[src/rtl/cpwm_pkg.sv]
// shared constants, types and register codes for the sine current loop
`default_nettype none

package cpwm_pkg;

  // inverter timing
  localparam int SAMPLES_PER_CYCLE = 400;
  localparam int COMPARE_MAX       = 4500;
  localparam int HALF_CMP          = COMPARE_MAX / 2;

  // phase and angle tracking (angle is a 16-bit fraction of a turn)
  localparam int PHASE_W  = 12;
  localparam int ANG_W    = 16;
  localparam int REM_W    = 12;
  localparam int ANG_STEP = 65536 / SAMPLES_PER_CYCLE;
  localparam int ANG_REM  = 65536 % SAMPLES_PER_CYCLE;

  // quarter-wave polynomial, q15
  localparam int SIN_A     = 51472;
  localparam int SIN_B     = 21024;
  localparam int SIN_C     = 2320;
  localparam int SQRT2_Q15 = 46341;

  // field widths
  localparam int MEAS_W     = 16;
  localparam int REF_W      = 16;
  localparam int CMP_W      = 13;
  localparam int AMP_W      = 15;
  localparam int GAIN_W     = 12;
  localparam int CFG_IDX_W  = 2;
  localparam int CFG_DATA_W = 15;

  // correction clamp, counts scaled by 2048
  localparam int                LIM_W     = 29;
  localparam logic [LIM_W-1:0]  CLAMP_LIM = LIM_W'(HALF_CMP * 2048);
  localparam logic [CMP_W-1:0]  CMP_HI    = CMP_W'((2 * HALF_CMP) % 8192);
  localparam logic [CMP_W-1:0]  CMP_TOP   = (COMPARE_MAX > 8191) ? CMP_W'(8191)
                                                                 : CMP_W'(2 * HALF_CMP);

  // register indexes
  localparam logic [CFG_IDX_W-1:0] REG_AMP  = 2'd0;
  localparam logic [CFG_IDX_W-1:0] REG_GAIN = 2'd1;
  localparam logic [GAIN_W-1:0]    GAIN_RST = 12'd800;

  // serial multiplier geometry
  localparam int MUL_A_W   = 30;
  localparam int MUL_B_W   = 16;
  localparam int MUL_P_W   = MUL_A_W + MUL_B_W;
  localparam int MUL_STEPS = MUL_B_W;
  localparam int MUL_CNT_W = 5;

  typedef struct packed {
    logic               start;
    logic [MUL_A_W-1:0] a;
    logic [MUL_B_W-1:0] b;
  } mul_req_t;

  typedef struct packed {
    logic               done;
    logic [MUL_P_W-1:0] prod;
  } mul_rsp_t;

endpackage

`default_nettype wire

[src/rtl/cpwm_mul.sv]
// bit-serial shift-add multiplier, one multiplier bit per cycle
`default_nettype none

module cpwm_mul import cpwm_pkg::*; (
  input  wire logic     clk_i,
  input  wire logic     rst_ni,
  input  wire mul_req_t req_i,
  output mul_rsp_t      rsp_o
);

  logic [MUL_A_W-1:0]   a_q;
  logic [MUL_P_W-1:0]   p_q, p_d;
  logic [MUL_CNT_W-1:0] cnt_q;
  logic                 busy_q, done_q;
  logic [MUL_A_W:0]     sum;

  // add the multiplicand into the upper half when the low bit is set, then shift
  always_comb begin
    sum = {1'b0, p_q[MUL_P_W-1:MUL_B_W]} + {1'b0, (p_q[0] ? a_q : '0)};
    p_d = {sum, p_q[MUL_B_W-1:1]};
  end

  always_ff @(posedge clk_i or negedge rst_ni) begin
    if (!rst_ni) begin
      busy_q <= 1'b0;
      done_q <= 1'b0;
      cnt_q  <= '0;
    end else if (req_i.start) begin
      busy_q <= 1'b1;
      done_q <= 1'b0;
      cnt_q  <= MUL_CNT_W'(MUL_STEPS);
    end else if (busy_q) begin
      cnt_q <= cnt_q - 1'b1;
      if (cnt_q == MUL_CNT_W'(1)) begin
        busy_q <= 1'b0;
        done_q <= 1'b1;
      end
    end else begin
      done_q <= 1'b0;
    end
  end

  always_ff @(posedge clk_i) begin
    if (req_i.start) begin
      a_q <= req_i.a;
      p_q <= {{MUL_A_W{1'b0}}, req_i.b};
    end else if (busy_q) begin
      p_q <= p_d;
    end
  end

  assign rsp_o.done = done_q;
  assign rsp_o.prod = p_q;

endmodule

`default_nettype wire

[src/rtl/cpwm_phase.sv]
// phase index and sine angle tracker, angle kept by quotient and remainder steps
`default_nettype none

module cpwm_phase import cpwm_pkg::*; (
  input  wire logic             clk_i,
  input  wire logic             rst_ni,
  input  wire logic             adv_i,
  output logic      [ANG_W-1:0] angle_o
);

  logic [PHASE_W-1:0] idx_q, idx_d;
  logic [ANG_W-1:0]   ang_q, ang_d;
  logic [REM_W-1:0]   rem_q, rem_d;
  logic [REM_W:0]     rem_sum, rem_red;
  logic               carry, wrap;

  always_comb begin
    rem_sum = {1'b0, rem_q} + (REM_W+1)'(ANG_REM);
    rem_red = rem_sum - (REM_W+1)'(SAMPLES_PER_CYCLE);
    carry   = rem_sum >= (REM_W+1)'(SAMPLES_PER_CYCLE);
    wrap    = idx_q == PHASE_W'(SAMPLES_PER_CYCLE - 1);
    if (wrap) begin
      idx_d = '0;
      ang_d = '0;
      rem_d = '0;
    end else begin
      idx_d = idx_q + 1'b1;
      ang_d = ang_q + ANG_W'(ANG_STEP) + {{(ANG_W-1){1'b0}}, carry};
      rem_d = carry ? rem_red[REM_W-1:0] : rem_sum[REM_W-1:0];
    end
  end

  always_ff @(posedge clk_i or negedge rst_ni) begin
    if (!rst_ni) begin
      idx_q <= '0;
      ang_q <= '0;
      rem_q <= '0;
    end else if (adv_i) begin
      idx_q <= idx_d;
      ang_q <= ang_d;
      rem_q <= rem_d;
    end
  end

  assign angle_o = ang_q;

endmodule

`default_nettype wire

[src/rtl/sine_ref_current_loop_pwm.sv]
// top level: sine reference current loop producing a pwm compare value
//
//   channel   direction  handshake                 payload
//   in        input      in_valid_i / in_ready_o   measured_current_i
//   out       output     out_valid_o / out_ready_i compare_value_o, reference_current_o,
//                                                  drive_saturated_o
//   cfg       input      cfg_we_i (no wait)        cfg_idx_i, cfg_data_i
//
// one beat in gives one beat out, loaded into the output register once that register is free
// seven products go one after the other through one bit-serial multiplier
// a new beat is taken only after the previous result has been loaded into the output register
// a finished result waits in the output register; the next beat can start meanwhile
// reset clears the phase to zero, amplitude to zero and gain to its default
`default_nettype none

module sine_ref_current_loop_pwm import cpwm_pkg::*; (
  input  wire logic                         clk_i,
  input  wire logic                         rst_ni,
  // sample input
  input  wire logic                         in_valid_i,
  output logic                              in_ready_o,
  input  wire logic signed [MEAS_W-1:0]     measured_current_i,
  // result output
  output logic                              out_valid_o,
  input  wire logic                         out_ready_i,
  output logic             [CMP_W-1:0]      compare_value_o,
  output logic signed      [REF_W-1:0]      reference_current_o,
  output logic                              drive_saturated_o,
  // register writes
  input  wire logic                         cfg_we_i,
  input  wire logic        [CFG_IDX_W-1:0]  cfg_idx_i,
  input  wire logic        [CFG_DATA_W-1:0] cfg_data_i
);

  // sequencer codes
  localparam logic [3:0] S_IDLE = 4'd0;
  localparam logic [3:0] S_ZSQ  = 4'd1;  // z * z
  localparam logic [3:0] S_CZ   = 4'd2;  // c * z2
  localparam logic [3:0] S_IZ   = 4'd3;  // inner * z2
  localparam logic [3:0] S_MZ   = 4'd4;  // mid * z
  localparam logic [3:0] S_SA   = 4'd5;  // |sine| * amplitude
  localparam logic [3:0] S_RT2  = 4'd6;  // times sqrt2
  localparam logic [3:0] S_DIFF = 4'd7;  // error and its magnitude
  localparam logic [3:0] S_GAIN = 4'd8;  // |error| * gain
  localparam logic [3:0] S_OUT  = 4'd9;

  logic [3:0] state_q, state_d;

  // configuration registers
  logic [AMP_W-1:0]  amp_q;
  logic [GAIN_W-1:0] gain_q;

  // working registers
  logic signed [MEAS_W-1:0] meas_q, meas_d;
  logic                     sneg_q, sneg_d;    // sine negative half
  logic [14:0]              z_q, z_d;
  logic [14:0]              z2_q, z2_d;
  logic signed [REF_W-1:0]  ref_q, ref_d;
  logic                     dneg_q, dneg_d;    // error negative
  logic [CMP_W-1:0]         cmp_q, cmp_d;
  logic                     sat_q, sat_d;

  // output register
  logic                     ov_q;
  logic [CMP_W-1:0]         cv_q;
  logic signed [REF_W-1:0]  rc_q;
  logic                     ds_q;
  logic                     out_load;

  // shared units
  logic [ANG_W-1:0] angle;
  mul_req_t         mul_req;
  mul_rsp_t         mul_rsp;
  logic [MUL_P_W-1:0] prod;

  // per-step datapath values
  logic [14:0]      z_mir, z_new;
  logic [14:0]      inner;
  logic [15:0]      mid;
  logic [14:0]      s_mag;
  logic [16:0]      rnd, rnd_neg;
  logic [REF_W-1:0] ref_pos, ref_neg;
  logic [16:0]      diff, diff_abs;
  logic [LIM_W-1:0] pm, pc, cmp_full;
  logic             over;

  cpwm_phase u_phase (
    .clk_i   (clk_i),
    .rst_ni  (rst_ni),
    .adv_i   (out_load),
    .angle_o (angle)
  );

  cpwm_mul u_mul (
    .clk_i  (clk_i),
    .rst_ni (rst_ni),
    .req_i  (mul_req),
    .rsp_o  (mul_rsp)
  );

  assign prod = mul_rsp.prod;

  always_comb begin
    // quadrant fold: odd quadrants mirror z about a quarter turn
    z_mir = 15'd16384 - {1'b0, angle[13:0]};
    z_new = angle[14] ? z_mir : {1'b0, angle[13:0]};

    inner = 15'(SIN_B) - prod[28:14];
    mid   = 16'(SIN_A) - {1'b0, prod[28:14]};
    s_mag = (prod[29:14] > 16'd32767) ? 15'h7fff : prod[28:14];

    // >>30 with rounding half away from zero, sign applied after
    rnd     = {1'b0, prod[45:30]} + {16'b0, prod[29]};
    rnd_neg = 17'd0 - rnd;
    ref_pos = (rnd > 17'd32767) ? 16'h7fff : rnd[15:0];
    ref_neg = (rnd > 17'd32768) ? 16'h8000 : rnd_neg[15:0];

    diff     = {ref_q[REF_W-1], ref_q} - {meas_q[MEAS_W-1], meas_q};
    diff_abs = diff[16] ? (17'd0 - diff) : diff;

    // clamp the correction magnitude, then offset by half the range
    pm       = prod[LIM_W-1:0];
    over     = pm > CLAMP_LIM;
    pc       = over ? CLAMP_LIM : pm;
    cmp_full = dneg_q ? (CLAMP_LIM - pc) : (CLAMP_LIM + pc);
  end

  always_comb begin
    state_d = state_q;
    meas_d  = meas_q;
    sneg_d  = sneg_q;
    z_d     = z_q;
    z2_d    = z2_q;
    ref_d   = ref_q;
    dneg_d  = dneg_q;
    cmp_d   = cmp_q;
    sat_d   = sat_q;
    mul_req = '0;
    case (state_q)
      S_IDLE: begin
        if (in_valid_i) begin
          meas_d        = measured_current_i;
          sneg_d        = angle[15];
          z_d           = z_new;
          mul_req.start = 1'b1;
          mul_req.a     = MUL_A_W'(z_new);
          mul_req.b     = MUL_B_W'(z_new);
          state_d       = S_ZSQ;
        end
      end
      S_ZSQ: begin
        if (mul_rsp.done) begin
          z2_d          = prod[28:14];
          mul_req.start = 1'b1;
          mul_req.a     = MUL_A_W'(SIN_C);
          mul_req.b     = MUL_B_W'(prod[28:14]);
          state_d       = S_CZ;
        end
      end
      S_CZ: begin
        if (mul_rsp.done) begin
          mul_req.start = 1'b1;
          mul_req.a     = MUL_A_W'(inner);
          mul_req.b     = MUL_B_W'(z2_q);
          state_d       = S_IZ;
        end
      end
      S_IZ: begin
        if (mul_rsp.done) begin
          mul_req.start = 1'b1;
          mul_req.a     = MUL_A_W'(mid);
          mul_req.b     = MUL_B_W'(z_q);
          state_d       = S_MZ;
        end
      end
      S_MZ: begin
        if (mul_rsp.done) begin
          mul_req.start = 1'b1;
          mul_req.a     = MUL_A_W'(s_mag);
          mul_req.b     = MUL_B_W'(amp_q);
          state_d       = S_SA;
        end
      end
      S_SA: begin
        if (mul_rsp.done) begin
          mul_req.start = 1'b1;
          mul_req.a     = prod[MUL_A_W-1:0];
          mul_req.b     = MUL_B_W'(SQRT2_Q15);
          state_d       = S_RT2;
        end
      end
      S_RT2: begin
        if (mul_rsp.done) begin
          ref_d   = sneg_q ? ref_neg : ref_pos;
          state_d = S_DIFF;
        end
      end
      S_DIFF: begin
        dneg_d        = diff[16];
        mul_req.start = 1'b1;
        mul_req.a     = MUL_A_W'(diff_abs[15:0]);
        mul_req.b     = MUL_B_W'(gain_q);
        state_d       = S_GAIN;
      end
      S_GAIN: begin
        if (mul_rsp.done) begin
          cmp_d   = cmp_full[CMP_W+10:11];
          sat_d   = over;
          state_d = S_OUT;
        end
      end
      S_OUT: begin
        if (out_load) begin
          state_d = S_IDLE;
        end
      end
      default: begin
        state_d = S_IDLE;
      end
    endcase
  end

  assign in_ready_o = (state_q == S_IDLE);
  assign out_load   = (state_q == S_OUT) && (!ov_q || out_ready_i);

  always_ff @(posedge clk_i or negedge rst_ni) begin
    if (!rst_ni) begin
      state_q <= S_IDLE;
      ov_q    <= 1'b0;
      amp_q   <= '0;
      gain_q  <= GAIN_RST;
    end else begin
      state_q <= state_d;
      if (out_load) begin
        ov_q <= 1'b1;
      end else if (out_ready_i) begin
        ov_q <= 1'b0;
      end
      if (cfg_we_i) begin
        case (cfg_idx_i)
          REG_AMP:  amp_q  <= cfg_data_i[AMP_W-1:0];
          REG_GAIN: gain_q <= cfg_data_i[GAIN_W-1:0];
          default:  ;
        endcase
      end
    end
  end

  // payload registers
  always_ff @(posedge clk_i) begin
    meas_q <= meas_d;
    sneg_q <= sneg_d;
    z_q    <= z_d;
    z2_q   <= z2_d;
    ref_q  <= ref_d;
    dneg_q <= dneg_d;
    cmp_q  <= cmp_d;
    sat_q  <= sat_d;
    if (out_load) begin
      cv_q <= cmp_q;
      rc_q <= ref_q;
      ds_q <= sat_q;
    end
  end

  assign out_valid_o         = ov_q;
  assign compare_value_o     = cv_q;
  assign reference_current_o = rc_q;
  assign drive_saturated_o   = ds_q;

endmodule

`default_nettype wire

[config.mk]
export PLATFORM = sky130hd
export DESIGN_NAME = sine_ref_current_loop_pwm
export DESIGN_NICKNAME = d
export VERILOG_FILES = /design/src/rtl/cpwm_pkg.sv /design/src/rtl/cpwm_mul.sv /design/src/rtl/cpwm_phase.sv /design/src/rtl/sine_ref_current_loop_pwm.sv
export SDC_FILE = /design/constraint.sdc
export NUM_CORES = 1
export LEC_CHECK = 0
export BUFFER_PORTS_ARGS = -buffer_cell sky130_fd_sc_hd__buf_2
export CORE_ASPECT_RATIO = 0.9
export CORE_UTILIZATION = 45
export DETAILED_ROUTE_END_ITERATION = 10
export PLACE_DENSITY_LB_ADDON = 0.25
export SLEW_MARGIN = 20
export SYNTH_ARGS = -nofsm -noshare
export SYNTH_HDL_FRONTEND = slang
export SYNTH_HIERARCHICAL = 1
export SYNTH_SLANG_ARGS = --single-unit
[constraint.sdc]
create_clock -name clk_i -period 3.8 [get_ports clk_i]
set_input_delay 0.19 -clock clk_i [delete_from_list [all_inputs] [get_ports clk_i]]
set_output_delay 0.19 -clock clk_i [all_outputs]
set_load 0.02 [all_outputs]
[Word-level counts from Yosys, hierarchy flattened]
Cells that the tools add are included.
Storage, ports and cells
  register bits after elaboration: 263
  bits of input ports: 38
Operators by class
  add/subtract/negate cells: 16
  order comparisons: 5
  eq/ne operators: 22
  muxes and demuxes: 42
  reduce and logical (&&, ||, !) cells: 14
Operator list (number)
  47-bit one-hot mux with 7 select lines: 1
  47-bit two-way mux: 6
  16-bit two-way mux: 7
  24-bit two-way mux: 2
  4-bit one-hot mux with 10 select lines: 1
  12-bit two-way mux: 3
  4-bit two-way mux: 9
  1-bit by 16-bit subtractor with 16-bit output (first input constant): 2
  30-bit by 30-bit adder with 31-bit output: 1
  15-bit two-way mux: 2
  30-bit two-way mux: 1
  29-bit by 23-bit > comparator with 1-bit output (second input constant): 1
  23-bit by 24-bit adder with 24-bit output (first input constant): 1
  23-bit by 24-bit subtractor with 24-bit output (first input constant): 1
  16-bit by 1-bit adder with 17-bit output: 1
  17-bit by 15-bit > comparator with 1-bit output (second input constant): 1
  17-bit by 16-bit > comparator with 1-bit output (second input constant): 1
  16-bit by 16-bit subtractor with 17-bit output: 1
  16-bit by 1-bit adder with 16-bit output: 1
  16-bit by 8-bit adder with 16-bit output (second input constant): 1
  4-bit by 3-bit equality test with 1-bit output (second input constant): 4
  16-bit by 15-bit > comparator with 1-bit output (second input constant): 1
  16-bit by 15-bit subtractor with 16-bit output (first input constant): 1
  15-bit by 14-bit subtractor with 15-bit output (first input constant): 1
  other kinds (25): 48

[Longest topological paths before layout]
  depth after elaboration: 5
  gate-level depth with buffers: 17
  depth with buffers taken out: 15

[Cells and area by module]
Netlist, hierarchy kept.
By module, submodules not included
  sine_ref_current_loop_pwm: times used 1, cells each 967, area an instance 9306.4 um2, sequential area each 4047.6 um2
  cpwm_mul: times used 1, cells each 473, area an instance 4790.8 um2, sequential area each 2157.1 um2
  cpwm_phase: times used 1, cells each 249, area an instance 2244.7 um2, sequential area each 900.9 um2

[Worst setup path after synthesis]
Ideal clock, no wire load.
  kind: register to register
  start: register state_q[1]
  end: register u_mul.p_q[0], enable pin
  library setup time: 0.364 ns
  data arrival time: 3.630 ns
  data required time: 3.436 ns
  path slack: -0.194 ns
  stages on the path, launching flop included: 11
  buffers on the path: 4
  cells stage by stage: dfrtp_1 clkbuf_1 nor2_1 and3_1 clkbuf_1 nor3_1 nand3_1 clkbuf_1 nor2_1 clkbuf_1 inv_1
RTL lines
  start, declared: line sine_ref_current_loop_pwm.sv:47  | logic [3:0] state_q, state_d;
  start signal, assigned: line sine_ref_current_loop_pwm.sv:233  | state_q <= state_d;
  end signal, assigned: line cpwm_mul.sv:46  | p_q <= {{MUL_A_W{1'b0}}, req_i.b};
  end signal, assigned: line cpwm_mul.sv:48  | p_q <= p_d;
  end, declared: line cpwm_mul.sv:12  | logic [MUL_P_W-1:0] p_q, p_d;

==> reports/results.tsv <==
metric	value	unit
CP Launch Type	register	
power density over the cells	697.1	nW/µm²
WL/cell	19.86	µm
max_cap viols	0	
run status	finished clean	
Seq/Total Area, Yosys	0.4348	
Crit. Startpoint	ref_q[8]$_DFFE_PP_	
CTS tree	done	
worst r2r src	ref_q[8]$_DFFE_PP_	
critical path peak fanout	10	
Setup Fix Bufs, Post-CTS	0	
share of layout cells above drive strength 1	0.1477	
crit path to	u_mul/a_q[15]$_DFFE_PP_	
clock buffer depth	3	
Remaining Overflow, GRT	0	
initial antenna violation count	1	
CP Capture Type	register	
synthesized instance count	1689	
WP data required	4.24	ns
utilization after layout	0.5257	
cell taking the most area after synthesis	edfxtp_1	
Final GP Congestion	0.9170	
Async SR Flop Fraction	0.2896	
Remaining DRCs	0	
worst clock skew	0.01432	ns
largest net degree at the start of global routing	76	
clock tree root buffer cell	clkbuf_16	
synthesized area	16340	µm²
starting density of the core	0.4619	
Distinct cells, synth	105	
Clock Latency Late Sink	0.58	ns
TritonCTS buffer count	28	
Syn Area/Cell	9.676	µm²
Reg clk slew, reported paths	0.06	ns
die area	37080	µm²
WL final	44950	µm
die width	202.9	µm
top-count cell post-synth	nand2_1	
VDD IR max	0.0004052	V
nets@finish	1877	
post-synth net total	1794	
period utilization	0.9469	
Detailed Routing Iterations Pass 1	8	
synth cell count leaders	155 x nand2_1, 154 x edfxtp_1, 110 x nor2_1	
core area	35380	µm²
Leak	7.363	nW
r2r setup slk	0.20	ns
Post-synth EDFFs	154	
R2R Path End	u_mul/a_q[15]$_DFFE_PP_	
DPL Wire Length	32070	µm
min Tclk post-route	3.598	ns
IO Port Bufs	69	
Sink Count	259	
CP Class	reg2reg	
I/O Pins	70	
Synth Flop Type	edfxtp_1	
RSZ-0062 raised after global routing	no	
first-pass GRT wire length	71900	µm
final setup fails	0	
Die Ht	182.8	µm
fillers	3208	
P&R area growth vs syn	13.81	%
Via-to-Cell Ratio	6.096	
Fmax	277.9	MHz
synthesis warning total	6	
Placement Rows	65	
worst hold start	in_valid_i	
Worst Path Arrival	4.04	ns
Worst-Margin Slew	1.010	ns
top cells by area, synth	edfxtp_1 28%, dfrtp_1 11%, ha_1 5.0%	
Final Hold Fails	0	
all-layer global routing usage	0.2421	
Yosys reg bits	259	
Ant. Diodes	0	
setup tns final	0	ns
Slew headroom	0.3217	
Synth top area share	0.2830	
DR vias	13800	
number of global-route vias before repair	12920	
Pins Over Slew Limit	0	
antenna-violating nets left	0	
Worst Hold Class	in2reg	
worst r2r path cells	10	
DR iter-0 viols	1181	
H-tree levels	1	
cells in the final DEF, fill, tap and decap left out, drive strengths merged, types with 16 or more instances in the layout:
| master | netlist | final |
|---|---|---|
| o21ai | 104 | 104 |
| a21o | 21 | 21 |
| nor3 | 47 | 47 |
| dfrtp | 72 | 72 |
| nand2 | 155 | 155 |
| xor2 | 49 | 49 |
| nor2 | 111 | 111 |
| mux2 | 51 | 51 |
| nand3 | 60 | 60 |
| nand4 | 24 | 24 |
| xnor2 | 64 | 64 |
| buf | 22 | 117 |
| nand2b | 21 | 21 |
| dlygate4sd3 | 0 | 33 |
| and2 | 60 | 60 |
| ha | 65 | 65 |
| edfxtp | 154 | 154 |
| o211ai | 16 | 16 |
| and3 | 22 | 22 |
| inv | 56 | 57 |
| clkbuf | 75 | 37 |
| or3 | 17 | 17 |
| a21oi | 99 | 99 |
| dfxtp | 30 | 30 |
metal layers:
metal	global-route usage	vias up	wire length (µm)
li1	-	6460	-
met1	0.3570	6694	20690
met2	0.3701	550	19680
met3	0.02896	90	3137
met4	0.07609	2	1440
met5	0	-	9
where the power goes:
part / internal [mW] / total, mW / switching [mW]
clock network: 1.75 / 2.93 / 1.17
registers: 3.79 / 4.30 / 0.507
logic: 2.15 / 5.74 / 3.59
total: 7.69 / 13.0 / 5.27
critical path: stages (launching register included):
cell and delay (ns):
edfxtp_1 0.40, ha_1 0.42, and2_1 0.25, or3_1 0.32, a2111oi_1 0.39, a311oi_1 0.15, nor2_1 0.13, or4b_4 0.51
o31a_1 0.33, or4_1 0.47, nand3_1 0.10
timing repair:
item                                    CTS  global route
endpoints found under the setup margin    0             6
endpoints found under the hold margin   116             0
hold buffers                             33             0
resized for setup                         0             3
through the flow:
| step | worst slack (ns) | std cells | hold slack [ns] | cell area [µm²] | total power [mW] |
|---|---|---|---|---|---|
| after floorplan | 0.004021 | 1689 | -0.1056 | 16360 | 8.259 |
| after global placement | 0.3268 | 2178 | 0.3703 | 17270 | 9.822 |
| after detailed placement | 0.2177 | 2178 | 0.3687 | 17270 | 9.919 |
| after CTS | 0.2278 | 2263 | 0.05422 | 18580 | 12.90 |
| after global routing | 0.008187 | 2263 | 0.1130 | 18600 | 13.73 |
| final | 0.2016 | 2263 | 0.05998 | 18600 | 12.96 |
cells by family after synthesis:
kind of cell / share of synthesized area
adder cells (fa/ha/maj): 0.05222
multiplexers: 0.04311
buffers and inverters: 0.03828
XOR/XNOR: 0.06102
AO/OA/AOI/OAI: 0.1883
AND/OR/NAND/NOR: 0.1823
flip-flops: 0.4348
final cells by class:
cell class              instances  area (µm²)  share of cell area
inverters                      58       217.7             0.01171
clock inverters                15       211.5             0.01137
well taps                     469       586.8             0.03155
clock buffers                  37       764.5             0.04110
multi-input cells            1275        8675              0.4664
flip-flops and latches        259        7106              0.3820
repair buffers                150        1039             0.05584
registers in the layout, summed over array words and instances (netlist names), 5 cells and up:
| signal | cells |
|---|---|
| u_mul/p_q | 46 |
| u_phase/rem_q | 8 |
| u_mul/a_q | 30 |
| cmp_q | 13 |
| u_mul/cnt_q | 5 |
| u_phase/angle_o | 16 |
| ref_q | 16 |
| amp_q | 15 |
| u_phase/idx_q | 12 |
| compare_value_o | 13 |
| gain_q | 12 |
| meas_q | 16 |
| z_q | 15 |
| z2_q | 15 |
| reference_current_o | 16 |
worst min-delay path by stage:
stage	endpoint	slack, ns	cells after the start
after global placement	meas_q[12]$_DFFE_PP_	0.37	1
after detailed placement	meas_q[10]$_DFFE_PP_	0.37	1
final	state_q[0]$_DFFE_PN0P_	0.06	5
after global routing	amp_q[3]$_DFFE_PN0P_	0.11	3
after floorplan	amp_q[0]$_DFFE_PN0P_	-0.11	0
after CTS	state_q[0]$_DFFE_PN0P_	0.05	5
(Power assumes the default switching activity.)
